`config.mk`:
```
export PLATFORM = sky130hd
export DESIGN_NAME = socks5_request_parser_unit_flat
export DESIGN_NICKNAME = d
export VERILOG_FILES = /design/src/rtl/s5p_pkg.sv /design/src/rtl/s5p_if.sv /design/src/rtl/socks5_request_parser_unit.sv /design/src/rtl/s5p_front.sv /design/src/rtl/s5p_queue.sv /design/src/rtl/s5p_back.sv /design/src/flat_wrapper.sv
export SDC_FILE = /design/constraint.sdc
export NUM_CORES = 1
export LEC_CHECK = 0
export BUFFER_PORTS_ARGS = -buffer_cell sky130_fd_sc_hd__buf_2
export CAP_MARGIN = 20
export CORE_ASPECT_RATIO = 0.8
export CORE_UTILIZATION = 50
export DETAILED_ROUTE_END_ITERATION = 10
export GPL_TIMING_DRIVEN = 0
export HOLD_SLACK_MARGIN = 0.05
export PLACE_DENSITY_LB_ADDON = 0.25
export SLEW_MARGIN = 0
export SYNTH_ARGS = -nofsm -noshare
export SYNTH_HDL_FRONTEND = slang
export SYNTH_SLANG_ARGS = --single-unit
```
`constraint.sdc`:
```
create_clock -name i_clk -period 7.95 [get_ports i_clk]
set_input_delay 0 -clock i_clk [delete_from_list [all_inputs] [get_ports i_clk]]
set_output_delay 0 -clock i_clk [all_outputs]
set_load 0.01 [all_outputs]
```
`src/rtl/s5p_pkg.sv`:
```
// Shared types, codes and constants of the SOCKS5 request parser.
package s5p_pkg;

    localparam int unsigned BYTE_W   = 8;
    localparam int unsigned KIND_W   = 3;
    localparam int unsigned IPV4_W   = 32;
    localparam int unsigned PORT_W   = 16;
    localparam int unsigned Q_DEPTH  = 4;
    localparam int unsigned Q_PTR_W  = $clog2(Q_DEPTH);
    localparam int unsigned Q_CNT_W  = Q_PTR_W + 1;
    localparam int unsigned IDX_W    = 4;

    // Result kinds.
    localparam logic [KIND_W-1:0] KIND_REPLY  = 3'd0;
    localparam logic [KIND_W-1:0] KIND_DOMAIN = 3'd1;
    localparam logic [KIND_W-1:0] KIND_DONE   = 3'd2;
    localparam logic [KIND_W-1:0] KIND_SILENT = 3'd3;
    localparam logic [KIND_W-1:0] KIND_RELAY  = 3'd4;

    // Protocol bytes.
    localparam logic [BYTE_W-1:0] SOCKS_VER     = 8'h05;
    localparam logic [BYTE_W-1:0] METHOD_NOAUTH = 8'h00;
    localparam logic [BYTE_W-1:0] METHOD_REJECT = 8'hFF;
    localparam logic [BYTE_W-1:0] CMD_CONNECT   = 8'h01;
    localparam logic [BYTE_W-1:0] RSV_BYTE      = 8'h00;
    localparam logic [BYTE_W-1:0] ATYP_IPV4     = 8'h01;
    localparam logic [BYTE_W-1:0] ATYP_DOMAIN   = 8'h03;
    localparam logic [BYTE_W-1:0] REP_GENERAL   = 8'h01;
    localparam logic [BYTE_W-1:0] REP_BAD_CMD   = 8'h07;
    localparam logic [BYTE_W-1:0] REP_BAD_ATYP  = 8'h08;
    localparam logic [BYTE_W-1:0] ZERO_BYTE     = 8'h00;

    localparam logic [BYTE_W-1:0] IPV4_LEN = 8'd4;
    localparam logic [BYTE_W-1:0] PORT_LEN = 8'd2;

    // Header error codes held between request header bytes.
    typedef enum logic [1:0] {
        HE_NONE    = 2'd0,
        HE_BAD_HDR = 2'd1,
        HE_BAD_CMD = 2'd2
    } t_hdr_err;

    // Parser phase, one-hot.
    typedef enum logic [12:0] {
        PH_GREET_VER = 13'b0000000000001,
        PH_GREET_N   = 13'b0000000000010,
        PH_METHODS   = 13'b0000000000100,
        PH_REQ_VER   = 13'b0000000001000,
        PH_REQ_CMD   = 13'b0000000010000,
        PH_REQ_RSV   = 13'b0000000100000,
        PH_REQ_ATYP  = 13'b0000001000000,
        PH_IPV4      = 13'b0000010000000,
        PH_DOMLEN    = 13'b0000100000000,
        PH_DOMAIN    = 13'b0001000000000,
        PH_PORT      = 13'b0010000000000,
        PH_RELAY     = 13'b0100000000000,
        PH_CLOSED    = 13'b1000000000000
    } t_phase;

    // Result runs the front hands to the back.
    typedef enum logic [2:0] {
        OP_SILENT     = 3'd0,
        OP_GREET_OK   = 3'd1,
        OP_GREET_FAIL = 3'd2,
        OP_ERR        = 3'd3,
        OP_DOMAIN     = 3'd4,
        OP_DONE       = 3'd5,
        OP_RELAY      = 3'd6
    } t_op;

    localparam logic [IDX_W-1:0] ERR_REPLY_LEN = 4'd10;
    localparam logic [IDX_W-1:0] GREET_LEN     = 4'd2;
    localparam logic [IDX_W-1:0] SINGLE_LEN    = 4'd1;

    typedef struct packed {
        t_op                op;
        logic [BYTE_W-1:0]  data;
        logic [IPV4_W-1:0]  ipv4;
        logic [PORT_W-1:0]  port;
        logic               dom;
    } t_cmd;

    // Handshake between the queue head and the back.
    typedef struct packed {
        logic valid;
        t_cmd cmd;
    } t_head;

endpackage

```
`src/rtl/s5p_if.sv`:
```
// Stream interfaces of the SOCKS5 request parser: input bytes and results.
interface s5p_in_if import s5p_pkg::*; ();
    logic              valid;
    logic              ready;
    logic [BYTE_W-1:0] in_byte;
    logic              new_conn;

    modport source (output valid, output in_byte, output new_conn, input ready);
    modport sink   (input valid, input in_byte, input new_conn, output ready);
endinterface

interface s5p_out_if import s5p_pkg::*; ();
    logic              valid;
    logic              ready;
    logic [KIND_W-1:0] out_kind;
    logic [BYTE_W-1:0] out_byte;
    logic [IPV4_W-1:0] target_ipv4;
    logic [PORT_W-1:0] target_port;
    logic              target_is_domain;
    logic              last;
    logic              close_after;

    modport source (output valid, output out_kind, output out_byte, output target_ipv4,
                    output target_port, output target_is_domain, output last,
                    output close_after, input ready);
    modport sink   (input valid, input out_kind, input out_byte, input target_ipv4,
                    input target_port, input target_is_domain, input last,
                    input close_after, output ready);
endinterface

```
`src/rtl/socks5_request_parser_unit.sv`:
```
// Top level of the SOCKS5 request parser: front, command queue and back.
// Throughput: one received byte per cycle while the four-entry command queue has room.
// With the queue empty, a byte's first result goes through a queue entry and then the back's output register.
// A bad request header gives a run of ten reply bytes; a greeting reply gives two.
// The back's output register sets the output rate of one result per cycle while the receiver is ready.
// Reset: i_rst_n is synchronous and active low; it empties the queue and the output.
module socks5_request_parser_unit import s5p_pkg::*; (
    input  logic      i_clk,
    input  logic      i_rst_n,
    s5p_in_if.sink    i_in,
    s5p_out_if.source o_out
);

    // The front parses a byte in the cycle it is accepted and, when the byte
    // causes any results, writes one command into the queue. Bytes are taken
    // whenever the queue has a free entry, so a waiting result never blocks
    // input until the queue has filled behind it.
    logic  accept;
    logic  push;
    logic  pop;
    logic  full;
    t_cmd  cmd;
    t_head head;

    assign i_in.ready = !full;
    assign accept     = i_in.valid && !full;

    s5p_front u_front (
        .i_clk      (i_clk),
        .i_rst_n    (i_rst_n),
        .i_accept   (accept),
        .i_byte     (i_in.in_byte),
        .i_new_conn (i_in.new_conn),
        .o_push     (push),
        .o_cmd      (cmd)
    );

    // The queue decouples parsing from the multi-cycle reply runs.
    s5p_queue u_queue (
        .i_clk   (i_clk),
        .i_rst_n (i_rst_n),
        .i_push  (push),
        .i_cmd   (cmd),
        .i_pop   (pop),
        .o_head  (head),
        .o_full  (full)
    );

    // The back walks the head command one result per cycle while the output is not
    // stalled, and pops it with the last result of its run.
    s5p_back u_back (
        .i_clk   (i_clk),
        .i_rst_n (i_rst_n),
        .i_head  (head),
        .o_pop   (pop),
        .o_out   (o_out)
    );

endmodule

```
`src/rtl/s5p_front.sv`:
```
// Front: walks the handshake one byte at a time and queues at most one result run per byte.
module s5p_front import s5p_pkg::*; (
    input  logic              i_clk,
    input  logic              i_rst_n,
    input  logic              i_accept,
    input  logic [BYTE_W-1:0] i_byte,
    input  logic              i_new_conn,
    output logic              o_push,
    output t_cmd              o_cmd
);

    t_phase            r_phase,   n_phase,   e_phase;
    logic [BYTE_W-1:0] r_count,   n_count,   e_count;
    logic              r_no_auth, n_no_auth, e_no_auth;
    t_hdr_err          r_herr,    n_herr,    e_herr;
    logic [IPV4_W-1:0] r_ipv4,    n_ipv4,    e_ipv4;
    logic [PORT_W-1:0] r_port,    n_port,    e_port;
    logic              r_dom,     n_dom,     e_dom;
    logic [BYTE_W-1:0] cnt_dec;
    logic              push;
    t_cmd              cmd;

    // A new connection restarts every piece of state before the byte is parsed.
    always_comb begin
        if (i_new_conn) begin
            e_phase   = PH_GREET_VER;
            e_count   = '0;
            e_no_auth = 1'b0;
            e_herr    = HE_NONE;
            e_ipv4    = '0;
            e_port    = '0;
            e_dom     = 1'b0;
        end else begin
            e_phase   = r_phase;
            e_count   = r_count;
            e_no_auth = r_no_auth;
            e_herr    = r_herr;
            e_ipv4    = r_ipv4;
            e_port    = r_port;
            e_dom     = r_dom;
        end
    end

    assign cnt_dec = e_count - 8'd1;

    always_comb begin
        n_phase   = e_phase;
        n_count   = e_count;
        n_no_auth = e_no_auth;
        n_herr    = e_herr;
        n_ipv4    = e_ipv4;
        n_port    = e_port;
        n_dom     = e_dom;
        push      = 1'b0;
        cmd       = '{op: OP_SILENT, data: ZERO_BYTE, ipv4: '0, port: '0, dom: 1'b0};
        case (e_phase)
            PH_GREET_VER: begin
                n_herr  = (i_byte != SOCKS_VER) ? HE_BAD_HDR : HE_NONE;
                n_phase = PH_GREET_N;
            end
            PH_GREET_N: begin
                if (e_herr != HE_NONE) begin
                    push    = 1'b1;
                    cmd.op  = OP_SILENT;
                    n_phase = PH_CLOSED;
                end else if (i_byte == ZERO_BYTE) begin
                    push    = 1'b1;
                    cmd.op  = OP_GREET_FAIL;
                    n_phase = PH_CLOSED;
                end else begin
                    n_count   = i_byte;
                    n_no_auth = 1'b0;
                    n_phase   = PH_METHODS;
                end
            end
            PH_METHODS: begin
                n_no_auth = e_no_auth | (i_byte == METHOD_NOAUTH);
                n_count   = cnt_dec;
                if (cnt_dec == '0) begin
                    push = 1'b1;
                    if (n_no_auth) begin
                        cmd.op  = OP_GREET_OK;
                        n_phase = PH_REQ_VER;
                    end else begin
                        cmd.op  = OP_GREET_FAIL;
                        n_phase = PH_CLOSED;
                    end
                end
            end
            PH_REQ_VER: begin
                n_herr  = (i_byte != SOCKS_VER) ? HE_BAD_HDR : HE_NONE;
                n_phase = PH_REQ_CMD;
            end
            PH_REQ_CMD: begin
                if (e_herr == HE_NONE && i_byte != CMD_CONNECT) begin
                    n_herr = HE_BAD_CMD;
                end
                n_phase = PH_REQ_RSV;
            end
            PH_REQ_RSV: begin
                if (i_byte != RSV_BYTE) begin
                    n_herr = HE_BAD_HDR;
                end
                n_phase = PH_REQ_ATYP;
            end
            PH_REQ_ATYP: begin
                if (e_herr == HE_BAD_HDR) begin
                    push     = 1'b1;
                    cmd.op   = OP_ERR;
                    cmd.data = REP_GENERAL;
                    n_phase  = PH_CLOSED;
                end else if (e_herr != HE_NONE) begin
                    push     = 1'b1;
                    cmd.op   = OP_ERR;
                    cmd.data = REP_BAD_CMD;
                    n_phase  = PH_CLOSED;
                end else if (i_byte == ATYP_IPV4) begin
                    n_dom   = 1'b0;
                    n_ipv4  = '0;
                    n_count = IPV4_LEN;
                    n_phase = PH_IPV4;
                end else if (i_byte == ATYP_DOMAIN) begin
                    n_dom   = 1'b1;
                    n_ipv4  = '0;
                    n_phase = PH_DOMLEN;
                end else begin
                    push     = 1'b1;
                    cmd.op   = OP_ERR;
                    cmd.data = REP_BAD_ATYP;
                    n_phase  = PH_CLOSED;
                end
            end
            PH_IPV4: begin
                n_ipv4  = {e_ipv4[IPV4_W-BYTE_W-1:0], i_byte};
                n_count = cnt_dec;
                if (cnt_dec == '0) begin
                    n_count = PORT_LEN;
                    n_port  = '0;
                    n_phase = PH_PORT;
                end
            end
            PH_DOMLEN: begin
                n_port = '0;
                if (i_byte == ZERO_BYTE) begin
                    n_count = PORT_LEN;
                    n_phase = PH_PORT;
                end else begin
                    n_count = i_byte;
                    n_phase = PH_DOMAIN;
                end
            end
            PH_DOMAIN: begin
                push     = 1'b1;
                cmd.op   = OP_DOMAIN;
                cmd.data = i_byte;
                n_count  = cnt_dec;
                if (cnt_dec == '0) begin
                    n_count = PORT_LEN;
                    n_phase = PH_PORT;
                end
            end
            PH_PORT: begin
                n_port  = {e_port[PORT_W-BYTE_W-1:0], i_byte};
                n_count = cnt_dec;
                if (cnt_dec == '0) begin
                    push     = 1'b1;
                    cmd.op   = OP_DONE;
                    cmd.ipv4 = e_dom ? '0 : e_ipv4;
                    cmd.port = n_port;
                    cmd.dom  = e_dom;
                    n_phase  = PH_RELAY;
                end
            end
            PH_RELAY: begin
                push     = 1'b1;
                cmd.op   = OP_RELAY;
                cmd.data = i_byte;
            end
            default: begin
                n_phase = PH_CLOSED;
            end
        endcase
    end

    always_ff @(posedge i_clk) begin
        if (!i_rst_n) begin
            r_phase   <= PH_GREET_VER;
            r_count   <= '0;
            r_no_auth <= 1'b0;
            r_herr    <= HE_NONE;
            r_ipv4    <= '0;
            r_port    <= '0;
            r_dom     <= 1'b0;
        end else if (i_accept) begin
            r_phase   <= n_phase;
            r_count   <= n_count;
            r_no_auth <= n_no_auth;
            r_herr    <= n_herr;
            r_ipv4    <= n_ipv4;
            r_port    <= n_port;
            r_dom     <= n_dom;
        end
    end

    assign o_push = i_accept & push;
    assign o_cmd  = cmd;

endmodule

```
`src/rtl/s5p_queue.sv`:
```
// Short command queue between the parsing front and the result back.
module s5p_queue import s5p_pkg::*; (
    input  logic  i_clk,
    input  logic  i_rst_n,
    input  logic  i_push,
    input  t_cmd  i_cmd,
    input  logic  i_pop,
    output t_head o_head,
    output logic  o_full
);

    t_cmd               r_mem [Q_DEPTH];
    logic [Q_PTR_W-1:0] r_wr_ptr, r_rd_ptr;
    logic [Q_CNT_W-1:0] r_count,  n_count;

    // The depth is a power of two, so the pointers wrap by themselves.
    always_comb begin
        n_count = r_count;
        if (i_push && !i_pop) begin
            n_count = r_count + 1'b1;
        end else if (!i_push && i_pop) begin
            n_count = r_count - 1'b1;
        end
    end

    always_ff @(posedge i_clk) begin
        if (!i_rst_n) begin
            r_wr_ptr <= '0;
            r_rd_ptr <= '0;
            r_count  <= '0;
        end else begin
            r_count <= n_count;
            if (i_push) begin
                r_wr_ptr <= r_wr_ptr + 1'b1;
            end
            if (i_pop) begin
                r_rd_ptr <= r_rd_ptr + 1'b1;
            end
        end
    end

    always_ff @(posedge i_clk) begin
        if (i_push) begin
            r_mem[r_wr_ptr] <= i_cmd;
        end
    end

    assign o_head.valid = (r_count != '0);
    assign o_head.cmd   = r_mem[r_rd_ptr];
    assign o_full       = (r_count == Q_CNT_W'(Q_DEPTH));

endmodule

```
`src/rtl/s5p_back.sv`:
```
// Back: expands each queued command into its run of results into the output register.
module s5p_back import s5p_pkg::*; (
    input  logic        i_clk,
    input  logic        i_rst_n,
    input  t_head       i_head,
    output logic        o_pop,
    s5p_out_if.source   o_out
);

    logic [IDX_W-1:0]  r_idx;
    logic [IDX_W-1:0]  run_len;
    logic              run_last;
    logic              run_close;
    logic [KIND_W-1:0] res_kind;
    logic [BYTE_W-1:0] res_byte;
    logic              advance;
    logic              r_valid;
    logic [KIND_W-1:0] r_kind;
    logic [BYTE_W-1:0] r_byte;
    logic [IPV4_W-1:0] r_ipv4;
    logic [PORT_W-1:0] r_port;
    logic              r_dom;
    logic              r_last;
    logic              r_close;

    always_comb begin
        run_len   = SINGLE_LEN;
        run_close = 1'b0;
        res_kind  = KIND_REPLY;
        res_byte  = ZERO_BYTE;
        case (i_head.cmd.op)
            OP_SILENT: begin
                run_close = 1'b1;
                res_kind  = KIND_SILENT;
            end
            OP_GREET_OK: begin
                run_len  = GREET_LEN;
                res_byte = (r_idx == '0) ? SOCKS_VER : METHOD_NOAUTH;
            end
            OP_GREET_FAIL: begin
                run_len   = GREET_LEN;
                run_close = 1'b1;
                res_byte  = (r_idx == '0) ? SOCKS_VER : METHOD_REJECT;
            end
            OP_ERR: begin
                // Version, reply code, reserved, IPv4 address type, then a zero
                // address and port.
                run_len   = ERR_REPLY_LEN;
                run_close = 1'b1;
                if (r_idx == 4'd0) begin
                    res_byte = SOCKS_VER;
                end else if (r_idx == 4'd1) begin
                    res_byte = i_head.cmd.data;
                end else if (r_idx == 4'd3) begin
                    res_byte = ATYP_IPV4;
                end else begin
                    res_byte = ZERO_BYTE;
                end
            end
            OP_DOMAIN: begin
                res_kind = KIND_DOMAIN;
                res_byte = i_head.cmd.data;
            end
            OP_DONE: begin
                res_kind = KIND_DONE;
            end
            OP_RELAY: begin
                res_kind = KIND_RELAY;
                res_byte = i_head.cmd.data;
            end
            default: begin
                res_kind = KIND_SILENT;
            end
        endcase
    end

    assign run_last = (r_idx == run_len - 1'b1);
    assign advance  = i_head.valid && (!r_valid || o_out.ready);
    assign o_pop    = advance && run_last;

    always_ff @(posedge i_clk) begin
        if (!i_rst_n) begin
            r_valid <= 1'b0;
            r_idx   <= '0;
        end else begin
            if (advance) begin
                r_valid <= 1'b1;
                r_idx   <= run_last ? '0 : r_idx + 1'b1;
            end else if (o_out.ready) begin
                r_valid <= 1'b0;
            end
        end
    end

    always_ff @(posedge i_clk) begin
        if (advance) begin
            r_kind  <= res_kind;
            r_byte  <= res_byte;
            r_ipv4  <= i_head.cmd.ipv4;
            r_port  <= i_head.cmd.port;
            r_dom   <= i_head.cmd.dom;
            r_last  <= run_last;
            r_close <= run_close;
        end
    end

    assign o_out.valid            = r_valid;
    assign o_out.out_kind         = r_kind;
    assign o_out.out_byte         = r_byte;
    assign o_out.target_ipv4      = r_ipv4;
    assign o_out.target_port      = r_port;
    assign o_out.target_is_domain = r_dom;
    assign o_out.last             = r_last;
    assign o_out.close_after      = r_close;

endmodule

```
`src/flat_wrapper.sv`:
```
// flat-port wrapper written by rule: the top's interface ports become plain ports
module socks5_request_parser_unit_flat import s5p_pkg::*;
  (i_clk, i_rst_n, i_in_valid, i_in_in_byte, i_in_new_conn, i_in_ready, o_out_valid, o_out_out_kind, o_out_out_byte, o_out_target_ipv4, o_out_target_port, o_out_target_is_domain, o_out_last, o_out_close_after, o_out_ready);
  s5p_in_if i_in_i ();
  s5p_out_if o_out_i ();
  input  logic i_clk;
  input  logic i_rst_n;
  input wire logic [$bits(i_in_i.valid)-1:0] i_in_valid;
  input wire logic [$bits(i_in_i.in_byte)-1:0] i_in_in_byte;
  input wire logic [$bits(i_in_i.new_conn)-1:0] i_in_new_conn;
  output wire logic [$bits(i_in_i.ready)-1:0] i_in_ready;
  output wire logic [$bits(o_out_i.valid)-1:0] o_out_valid;
  output wire logic [$bits(o_out_i.out_kind)-1:0] o_out_out_kind;
  output wire logic [$bits(o_out_i.out_byte)-1:0] o_out_out_byte;
  output wire logic [$bits(o_out_i.target_ipv4)-1:0] o_out_target_ipv4;
  output wire logic [$bits(o_out_i.target_port)-1:0] o_out_target_port;
  output wire logic [$bits(o_out_i.target_is_domain)-1:0] o_out_target_is_domain;
  output wire logic [$bits(o_out_i.last)-1:0] o_out_last;
  output wire logic [$bits(o_out_i.close_after)-1:0] o_out_close_after;
  input wire logic [$bits(o_out_i.ready)-1:0] o_out_ready;
  assign i_in_i.valid = i_in_valid;
  assign i_in_i.in_byte = i_in_in_byte;
  assign i_in_i.new_conn = i_in_new_conn;
  assign i_in_ready = i_in_i.ready;
  assign o_out_valid = o_out_i.valid;
  assign o_out_out_kind = o_out_i.out_kind;
  assign o_out_out_byte = o_out_i.out_byte;
  assign o_out_target_ipv4 = o_out_i.target_ipv4;
  assign o_out_target_port = o_out_i.target_port;
  assign o_out_target_is_domain = o_out_i.target_is_domain;
  assign o_out_last = o_out_i.last;
  assign o_out_close_after = o_out_i.close_after;
  assign o_out_i.ready = o_out_ready;
  socks5_request_parser_unit u_core (.i_clk(i_clk), .i_rst_n(i_rst_n), .i_in(i_in_i), .o_out(o_out_i));
endmodule
```
==> flow_metrics.tcl <==
set metrics [dict create \
    status "completed" \
    synth_cell_types 72 \
    via_count 9063 \
    synth_mux_area_share_pct 9.12 \
    crit_fanout 10 \
    peakVddDrop_mv 0.329 \
    yosysTopAreaCellShare_pct 59.4 \
    hpwl_mm 22.1 \
    routed_via_density 5.79 \
    fin_tns_setup_ps 0 \
    ios 77 \
    yosys_register_bits 381 \
    cts_buffers 38 \
    synth_compound_area_share_pct 7.73 \
    cts.path.max_buffers 3 \
    wire_length_of_the_first_global_routing_pass_mm 51.9 \
    drt-total-wl_mm 33.5 \
    initial_core_utilization_pct 51.5 \
    setup_viol 0 \
    cpLargestDelayFamily "buffers and inverters" \
    tritoncts "done" \
    syn_nets 1025 \
    antenna_left 0 \
    cts_htree_levels 2 \
    maxClockFrequency_ghz 0.232 \
    p_total_mw 5.18 \
    path_cells "dlygate4sd3_1, buf_2, buf_2, inv_1, clkbuf_1, nand2_1, ha_1, xor2_1, nor3b_1, and4_1, a311oi_1, nor2_1, ha_1, inv_1, fa_1, xor2_1, or3_1, a21oi_1" \
    rows 56 \
    grt-busiest-layer "met1" \
    dominant_combinational_cell_family_by_area_after_synthesis "simple AND/OR/NAND/NOR gates" \
    clock-sinks 381 \
    wire_per_inst_um 21.4 \
    hold-worst-slack_ps 104 \
    num_antenna_cells 0 \
    initial_antenna_violation_count 0 \
    grt.met2_usage_pct 32.3 \
    core_area_um2 29600 \
    final_nets 1154 \
    grt_util_all_layers_pct 22.2 \
    area.growth.synth_to_final_pct 15.1 \
    grt_max_degree 42 \
    dpl-instance-area_um2 16300 \
    post_detailed_route_drc_marker_count 0 \
    cts.clk_slew.worst_paths_ps 60 \
    gr-usage-met1_pct 34.1 \
    synth_warnings 0 \
    sequential_cell_area_um2 10700 \
    dp_cells 1486 \
    synth.cell_area_um2 15300 \
    fillerInstances 2303 \
    setup.worst_path.class "primary input to register" \
    dieArea_um2 31200 \
    power.static_leakage_nw 5.71 \
    final_core_utilization_pct 59.2 \
    clock_insertion_delay_at_the_later_pin_of_the_skew_report_ps 540 \
    globalRouteMet3Util_pct 4.26 \
    ys_async_sr_fraction_pct 0 \
    worst_max_slew_margin_expressed_relative_to_the_limit_pct 44.2 \
    finalHoldViolCount 0 \
    flip_flop_cell_with_the_highest_count_after_synthesis "edfxtp_1" \
    required_ps 8400 \
    share_of_synthesized_cell_area_in_and_or_nand_and_nor_gates_pct 10.2 \
    dr.pass1.iters 5 \
    port_buffers 73 \
    routability_congestion_estimate_from_global_placement 0.939 \
    slew_at_the_pin_with_the_worst_max_slew_slack_ps 835 \
    setup.worst_path.start_class "primary input" \
    critical-path-max-stage-delay_ps 530 \
    fraction_of_layout_cells_with_a_size_suffix_above_1_pct 19.4 \
    cell_taking_the_most_area_after_synthesis "edfxtp_1" \
    post_synth_inst_count 1001 \
    dieHeight_um 158 \
    finalMaxSlewViolations 0 \
    share_of_the_yosys_chip_area_belonging_to_registers_pct 69.8 \
    path_buf_inv 6 \
    postLayoutSetupSlackWorst_ps 3640 \
    grt_overflow_total 0 \
    critPathSlowestCell "dlygate4sd3_1" \
    synth.avg_cell_area_um2 15.2 \
    synth.area.top_cells "edfxtp_1 59%, dfxtp_1 10%, mux4_2 8.9%, and2_1 2.4%, nand2_1 1.8%" \
    cap_violations 0 \
    final_critical_delay_including_setup_and_external_delays_ps 4310 \
    worstSetupEndpointType "register" \
    first_global_vias 8836 \
    instances_no_fill 1566 \
    grt_setup_unrepaired "no" \
    post_synth_xor_area_fraction_pct 0.517 \
    min_path_type "primary input to register" \
    synth_enable_flop_cells 302 \
    clock_tree.root_cell "clkbuf_16" \
    final_area_um2 17600 \
    dpl_worst_slack_ps 3780 \
    min_period_over_period_pct 54.2 \
    timing.clock.skew_ps 14.4 \
    post_cts_resized 0 \
    die_w_um 197 \
    multi_input_comb_area_um2 4370 \
    first_iter_violations 764 \
    cp.arrival_ps 4750 \
    pwr_density_cell_nw_per_um2 295 \
    yosys.area_share.adder_pct 0.951 \
]
-- Yosys cell counts, types with 5 or more instances --
cell      instances
a21oi_1          29
a22oi_1          34
a31oi_1           9
and2_1           59
buf_2            12
clkbuf_1         35
dfxtp_1          79
edfxtp_1        302
ha_1             10
inv_1            13
mux4_2           60
nand2_1          74
nand3_1          20
nand4_1           8
nor2_1           71
nor2b_1           6
nor3_1           17
nor3b_1           8
o211ai_1          6
o21ai_0          39
o31ai_1           5
or3_1             7
xor2_1            6
-- placed cells by master, fill, tap and decap left out, drive strengths merged, types with 3 or more instances in the layout --
master / count
inv: 15
xnor2: 3
nand4: 8
xor2: 6
ha: 10
nand2b: 4
nor3b: 8
a22o: 4
nand2: 74
nor3: 18
o21a: 3
or3: 7
a31oi: 9
a22oi: 34
and2: 59
edfxtp: 302
a221o: 4
o221a: 3
or4: 3
buf: 95
nor2b: 6
nor2: 71
o31ai: 6
mux2i: 4
clkbuf: 92
mux4: 60
a21o: 4
or2: 3
nand3: 20
a311o: 3
dlygate4sd3: 10
o21ai: 40
clkinv: 9
nor4: 6
and3: 5
nor4b: 3
dfxtp: 79
a21oi: 30
o211ai: 6
-- cell type report --
cell class                 instances  area share, %
clock inverter                    13          0.470
clock buffer                      57           6.17
sequential                       381           60.6
tap                              406           2.89
timing repair buffer              89           3.46
buffer                            51           1.20
inverter                          13          0.278
multi-input combinational        556           24.9
-- layer usage --
| metal | part of all wire, % | up-vias | wire [µm] |
|---|---|---|---|
| li1 | - | 4150 | - |
| met1 | 48 | 4573 | 16200 |
| met2 | 44 | 289 | 14600 |
| met3 | 6.3 | 51 | 2100 |
| met4 | 2.0 | 0 | 686 |
| met5 | 0 | - | 0 |
-- where the power goes --
part | leakage [nW] | internal [mW] | switching, mW | total (mW)
registers | 3.32 | 2.43 | 0.0654 | 2.50
clock network | 0.564 | 0.950 | 0.724 | 1.67
logic | 1.83 | 0.391 | 0.618 | 1.01
-- what timing repair did --
action                    in CTS  in global routing
setup buffers                  0                  0
hold endpoints to repair      65                  0
hold buffers                  10                  0
-- sequential cells by signal, indices dropped and copies added (netlist names), named ones only --
name and cells:
u_core.u_queue.r_rd_ptr 2, u_core.u_queue.r_mem 240, u_core.u_back.o_out.target_port 16, u_core.u_front.r_dom 1, u_core.u_back.o_out.last 1, u_core.u_queue.r_count 3, u_core.u_front.r_count 8, u_core.u_back.o_out.target_ipv4 32
u_core.u_back.o_out.out_kind 3, u_core.u_back.o_out.target_is_domain 1, u_core.u_queue.r_wr_ptr 2, u_core.u_front.r_port 8, u_core.u_front.r_phase 13, u_core.u_back.o_out.out_byte 8, u_core.u_back.r_idx 4, u_core.u_back.o_out.close_after 1
u_core.u_front.r_herr 2, u_core.u_front.r_ipv4 32, u_core.u_back.o_out.valid 1, u_core.u_front.r_no_auth 1
-- tightest hold or removal path, stage by stage --
cell and delay (ps):
buf_2 90, nor3_1 50, and3_1 230, nand3_1 140
a21oi_1 80
-- kinds of logic after synthesis --
| family | after synthesis |
|---|---|
| AO/OA/AOI/OAI | 171 |
| AND/OR/NAND/NOR | 301 |
| XOR/XNOR | 9 |
| multiplexers | 64 |
| adder cells (fa/ha/maj) | 11 |
| buffers and inverters | 64 |
| flip-flops | 381 |
-- worst paths after layout --
check | startpoint | endpoint | slack [ps] | depth (start not counted)
worst min register to register | u_core.u_front.r_port[4]$_SDFFE_PN0P_ | u_core.u_front.r_port[4]$_SDFFE_PN0P_ | 460 | 2
worst max-delay path | i_in_new_conn | u_core.u_queue.r_count[2]$_SDFFE_PN0P_ | 3640 | 18
worst min-delay path | i_in_in_byte[2] | u_core.u_front.r_no_auth$_SDFFE_PN0P_ | 100 | 5
worst max register to register | u_core.u_front.r_count[0]$_SDFFE_PN0P_ | u_core.u_queue.r_count[2]$_SDFFE_PN0P_ | 4150 | 14
Power figures use the tool's default switching activity.
